**config.mk**
```make
export PLATFORM = sky130hd
export DESIGN_NAME = olpht_hash
export DESIGN_NICKNAME = d
export VERILOG_FILES = /design/src/sv/olpht_pkg.sv /design/src/sv/olpht_hash.sv
export SDC_FILE = /design/constraint.sdc
export NUM_CORES = 2
export LEC_CHECK = 0
export BUFFER_PORTS_ARGS = -buffer_cell sky130_fd_sc_hd__buf_2
export CORE_MARGIN = 1.5
export CORE_UTILIZATION = 61
export CTS_CLUSTER_SIZE = 20
export DETAILED_ROUTE_END_ITERATION = 8
export PLACE_DENSITY = 0.81
export SLEW_MARGIN = 10
export SYNTH_ARGS = -nofsm -noshare
export SYNTH_HDL_FRONTEND = slang
export SYNTH_SLANG_ARGS = --single-unit
```
**constraint.sdc**
```tcl
create_clock -name clk -period 21 [get_ports clk]
set_input_delay 2.1 -clock clk [delete_from_list [all_inputs] [get_ports clk]]
set_output_delay 2.1 -clock clk [all_outputs]
set_load 0.02 [all_outputs]
```
**src/sv/olpht_pkg.sv**
```systemverilog
// Shared types, constants and helpers for the ordered linear-probe hash table.
// Used by the hash unit, the top level and the port checker.
`default_nettype none

package olpht_pkg;

	localparam int TABLE_SIZE_DEF = 1024;
	localparam int KEY_BYTES_DEF  = 8;

	localparam int KEY_W     = 64;
	localparam int HASH_W    = 64;
	localparam int VALUE_W   = 16;
	localparam int SLOT_W    = 10;
	localparam int S_TDATA_W = 80;
	localparam int M_TDATA_W = 32;
	localparam int M_PAD_W   = M_TDATA_W - SLOT_W - VALUE_W;

	localparam logic [31:0] HASH_MULT = 32'd2654435761;

	typedef enum logic [1:0] {
		STAT_INSERTED  = 2'd0,
		STAT_FOUND     = 2'd1,
		STAT_NOT_FOUND = 2'd2,
		STAT_FULL      = 2'd3
	} status_t;

	typedef enum logic {
		FUNC_INSERT = 1'b0,
		FUNC_LOOKUP = 1'b1
	} func_t;

	typedef enum logic [2:0] {
		ST_CLEAR,
		ST_IDLE,
		ST_HASH,
		ST_START,
		ST_PROBE,
		ST_OUT
	} state_t;

	typedef enum logic [1:0] {
		HS_IDLE,
		HS_BYTE,
		HS_MUL_LO,
		HS_MUL_HI
	} hash_state_t;

	// one table slot as held in the entry memory
	typedef struct packed {
		logic               used;
		logic [HASH_W-1:0]  hash;
		logic [KEY_W-1:0]   key;
		logic [VALUE_W-1:0] value;
	} ent_t;

	// keep the bytes before the first zero byte, at most nbytes of them
	function automatic logic [KEY_W-1:0] canon_key(input logic [KEY_W-1:0] k, input int nbytes);
		logic             keep;
		logic [KEY_W-1:0] r;
		r    = '0;
		keep = 1'b1;
		for (int i = 0; i < KEY_W / 8; i++) begin
			if (k[8*i +: 8] == 8'd0 || i >= nbytes)
				keep = 1'b0;
			if (keep)
				r[8*i +: 8] = k[8*i +: 8];
		end
		return r;
	endfunction

endpackage

`default_nettype wire

```
**src/sv/olpht_hash.sv**
```systemverilog
// Iterative key hash: sdbm over the key bytes, one byte a cycle, then the
// product with HASH_MULT in two 32x32 steps. Depends on olpht_pkg.
`default_nettype none

module olpht_hash (
	input  wire logic                      clk,
	input  wire logic                      arst_n,
	input  wire logic                      start,
	input  wire logic [olpht_pkg::KEY_W-1:0]  key,
	output logic                           done,
	output logic [olpht_pkg::HASH_W-1:0]   hash
);
	import olpht_pkg::*;

	hash_state_t       state_q, state_d;
	logic [KEY_W-1:0]  key_q;
	logic [2:0]        byte_q;
	logic [HASH_W-1:0] acc_q;
	logic [HASH_W-1:0] prod_q;
	logic [HASH_W-1:0] hash_q;
	logic              done_q;
	logic [7:0]        cur_byte;
	logic [31:0]       hi_part;

	assign cur_byte = key_q[{byte_q, 3'b000} +: 8];
	assign hi_part  = acc_q[63:32] * HASH_MULT;

	always_ff @(posedge clk or negedge arst_n) begin
		if (!arst_n)
			state_q <= HS_IDLE;
		else
			state_q <= state_d;
	end

	always_comb begin
		state_d = state_q;
		unique case (state_q)
			HS_IDLE:   if (start) state_d = HS_BYTE;
			HS_BYTE:   if (cur_byte == 8'd0 || byte_q == 3'd7) state_d = HS_MUL_LO;
			HS_MUL_LO: state_d = HS_MUL_HI;
			HS_MUL_HI: state_d = HS_IDLE;
			default:   state_d = HS_IDLE;
		endcase
	end

	always_ff @(posedge clk or negedge arst_n) begin
		if (!arst_n)
			done_q <= 1'b0;
		else
			done_q <= (state_q == HS_MUL_HI);
	end

	always_ff @(posedge clk) begin
		case (state_q)
			HS_IDLE: begin
				if (start) begin
					key_q  <= key;
					acc_q  <= '0;
					byte_q <= '0;
				end
			end
			HS_BYTE: begin
				// h = c + h * 65599, stop at the terminating zero byte
				if (cur_byte != 8'd0)
					acc_q <= {56'd0, cur_byte} + (acc_q << 6) + (acc_q << 16) - acc_q;
				byte_q <= byte_q + 3'd1;
			end
			HS_MUL_LO: prod_q <= acc_q[31:0] * HASH_MULT;
			HS_MUL_HI: hash_q <= prod_q + {hi_part, 32'd0};
			default: ;
		endcase
	end

	assign done = done_q;
	assign hash = hash_q;

endmodule

`default_nettype wire

```
==> flow_summary_export.csv <==
group,metric,value,unit
outcome,outcome,"complete, no violations",
yosys,yosys_register_bits,262,
place,numPortBuffers,131,
sta,fmax,0.114,GHz
setup_path,cp_slowest_cell,"edfxtp_1",
setup_path,reg2regPathDepth,32,
route,first_pass_iters,6,
yosys,yosys.area_share.adder,0.545,
yosys,synth-xor-area-share,0.0396,
clock_network,cts.clk_slew.worst_paths,0.06,ns
clock_network,post_cts_resized,0,
setup_path,path_buf_inv,4,
setup_path,cp-end-kind,"register",
yosys,async_flop_share,0.0115,
grt,gr-total-overflow,0,
grt,gr-usage-met1,0.415,
setup_path,crit_fanout,14,
setup_path,worstSetupPathType,"register to register",
floorplanning,io_pins,132,
yosys,synth_nets,5315,
setup_path,crit_cells,32,
grt,grt_pass1_wl,163000,um
sta,rsz0062_at_grt,"no",
place,hpwl,86300,um
sta,drv_slew,0,
sta,max_slew_margin,0.242,
route,routedWlPerCell,20.9,um
route,drc,0,
clock_network,clk_latency,0.63,ns
sta,setup_viol_count_final,0,
clock_network,cts_setup_buffers,0,
yosys,yosysUniqueCellTypes,82,
cells_and_area,drive_gt1_frac,0.0619,
cells_and_area,areaGrowthSynthToFinish,6.99,%
sta,hold_viol,0,
yosys,ys.flop_type,"edfxtp_1",
clock_network,cts_tree,"yes",
clock_network,cts-root-buf,"clkbuf_16",
cells_and_area,nets,5479,
setup_path,start_kind,"register",
setup_path,max_stage_delay,0.81,ns
route,ant_nets,0,
floorplanning,num_rows,96,
place,dp_slack,12.18,ns
route,viasPerCell,5.64,
setup_path,path_common_cell,"fa_1",
floorplanning,chipHeight,266,um
clock_network,ctsHoldBuffers,0,
place,gp_congestion,0.992,
floorplanning,core,68600,sq um
yosys,synth_mux_area_frac,0.0109,
grt,grt.total_usage,0.304,
sta,period_share,0.420,
grt,met2_usage,0.472,
grt,grt_pass1_vias,29800,
grt,grtUsageMet3,0.0835,
yosys,syn_avg_cell_area,11.0,sq um
floorplanning,initial_core_util,0.616,
yosys,yosys.area_share.simple,0.0505,
grt,antenna_found_initial,6,
clock_network,cts_made_buffers,31,
yosys,ys_seq_area_frac,0.186,
cells_and_area,fillers,5178,
yosys,yosysWarningCount,0,
sta,fin_ws,12.19,ns
setup_path,cp.arrival,9.18,ns
grt,grt-busiest-layer,"met2",
route,drtIter0Drc,2124,
flow_run,cap_violations,0,
yosys,synth_edf_count,259,
route,routed_wl,104000,um
floorplanning,die_area,70800,sq um
sta,worst-slew-pin-transition,1.14,ns
sta,layout_min_cycle_time,8.81,ns
sta,finClkSkew,0.0213,ns
clock_network,clockBufferDepth,3,
yosys,synth_compound_area_frac,0.0754,
route,vias,28000,
grt,grt_max_degree,74,
setup_path,required,21.37,ns
clock_network,clock-sinks,262,
min_path,hold_path_class,"register to register",
sta,setup_tns,0,ns
setup_path,critical_path.top_delay_family,"adder cells",
clock_network,ctsHtreeMaxLevel,1,
yosys,netlist_area,42200,sq um
yosys,synthesis.instances,3837,
cells_and_area,antenna_cells,0,
floorplanning,die_w,266,um
yosys,synth_top_family_by_area,"adder cells",
min_path,min_path_cells,0,
-- per-stage QoR --
step / cell area [sq um] / utilization / hold slack, ns / std cells
after floorplan: 42200 / - / 0.400 / 3837
after global placement: 44200 / 0.644 / 0.403 / 4899
after detailed placement: 44200 / 0.644 / 0.405 / 4899
after CTS: 45200 / 0.659 / 0.418 / 4955
after global routing: 45200 / 0.659 / 0.420 / 4955
final: 45200 / 0.659 / 0.416 / 4955
-- state kept, by name, summed over array words and instances, names as in the netlist --
signal,count
acc_q,64
hash,64
prod_q,64
done,1
byte_q,3
key_q,64
state_q,2
-- synth_stat cells (all sizes together) (10+ instances only) --
master	instances	area (sq um)
a211oi	18	135
a21o	91	683
a21oi	148	756
a31oi	21	131
and2	58	363
and3	17	106
clkbuf	25	97.6
edfxtp	259	7780
fa	712	14300
ha	699	8750
inv	1017	3820
mux4	16	360
nand2	86	323
nand2b	14	87.6
nand3	39	195
nand4	25	156
nor2	84	315
nor2b	31	194
nor3	23	120
o21a	23	173
o21ai	89	453
o21bai	27	203
o31ai	10	88.8
xnor2	138	1210
xor2	53	464
-- cells by family after synthesis --
logic type / Yosys count
and+or+nand+nor: 413
adders and majority gates: 1411
buffers and inverters: 1045
xor gates and xnor gates: 191
muxes: 25
AOI/OAI and AO/OA: 490
DFF: 262
-- placed cells by master (no fill, tap or decap), types with 57 or more instances in the layout --
cell / instances
edfxtp_1: 259
nor2_1: 84
inv_1: 1017
buf_2: 131
nand2_1: 86
fa_1: 712
and2_1: 57
a21oi_1: 146
xnor2_1: 138
ha_1: 696
a21o_1: 91
-- final timing paths --
| path | from | end | slack (ns) |
|---|---|---|---|
| max in group asynchronous | arst_n | state_q[0]$_DFFE_PN0P_ | 19.59 |
| min in group asynchronous | arst_n | done$_DFF_PN0_ | 1.28 |
| max reg2reg | acc_q[32]$_SDFFCE_PN0P_ | hash[63]$_DFFE_PP_ | 12.19 |
| min reg2reg | prod_q[13]$_DFFE_PP_ | hash[13]$_DFFE_PP_ | 0.42 |
| max | acc_q[32]$_SDFFCE_PN0P_ | hash[63]$_DFFE_PP_ | 12.19 |
| min | prod_q[13]$_DFFE_PP_ | hash[13]$_DFFE_PP_ | 0.42 |
-- routing by layer --
layer | routed length, um | up-vias
li1 | - | 12700
met1 | 43600 | 13900
met2 | 46200 | 1123
met3 | 9690 | 215
met4 | 4080 | 8
met5 | 64 | -
-- cell type report --
type | instances | area, sq um | area share
multi-input combinational | 2530 | 30500 | 0.675
sequential | 262 | 7850 | 0.174
inverter | 1017 | 3820 | 0.0845
tap | 931 | 1160 | 0.0258
timing repair buffer | 159 | 866 | 0.0192
clock buffer | 35 | 791 | 0.0175
clock inverter | 21 | 208 | 0.00460
Power is not shown: default switching activity piles up to over one toggle a cycle in this logic, so the estimate is an artifact.
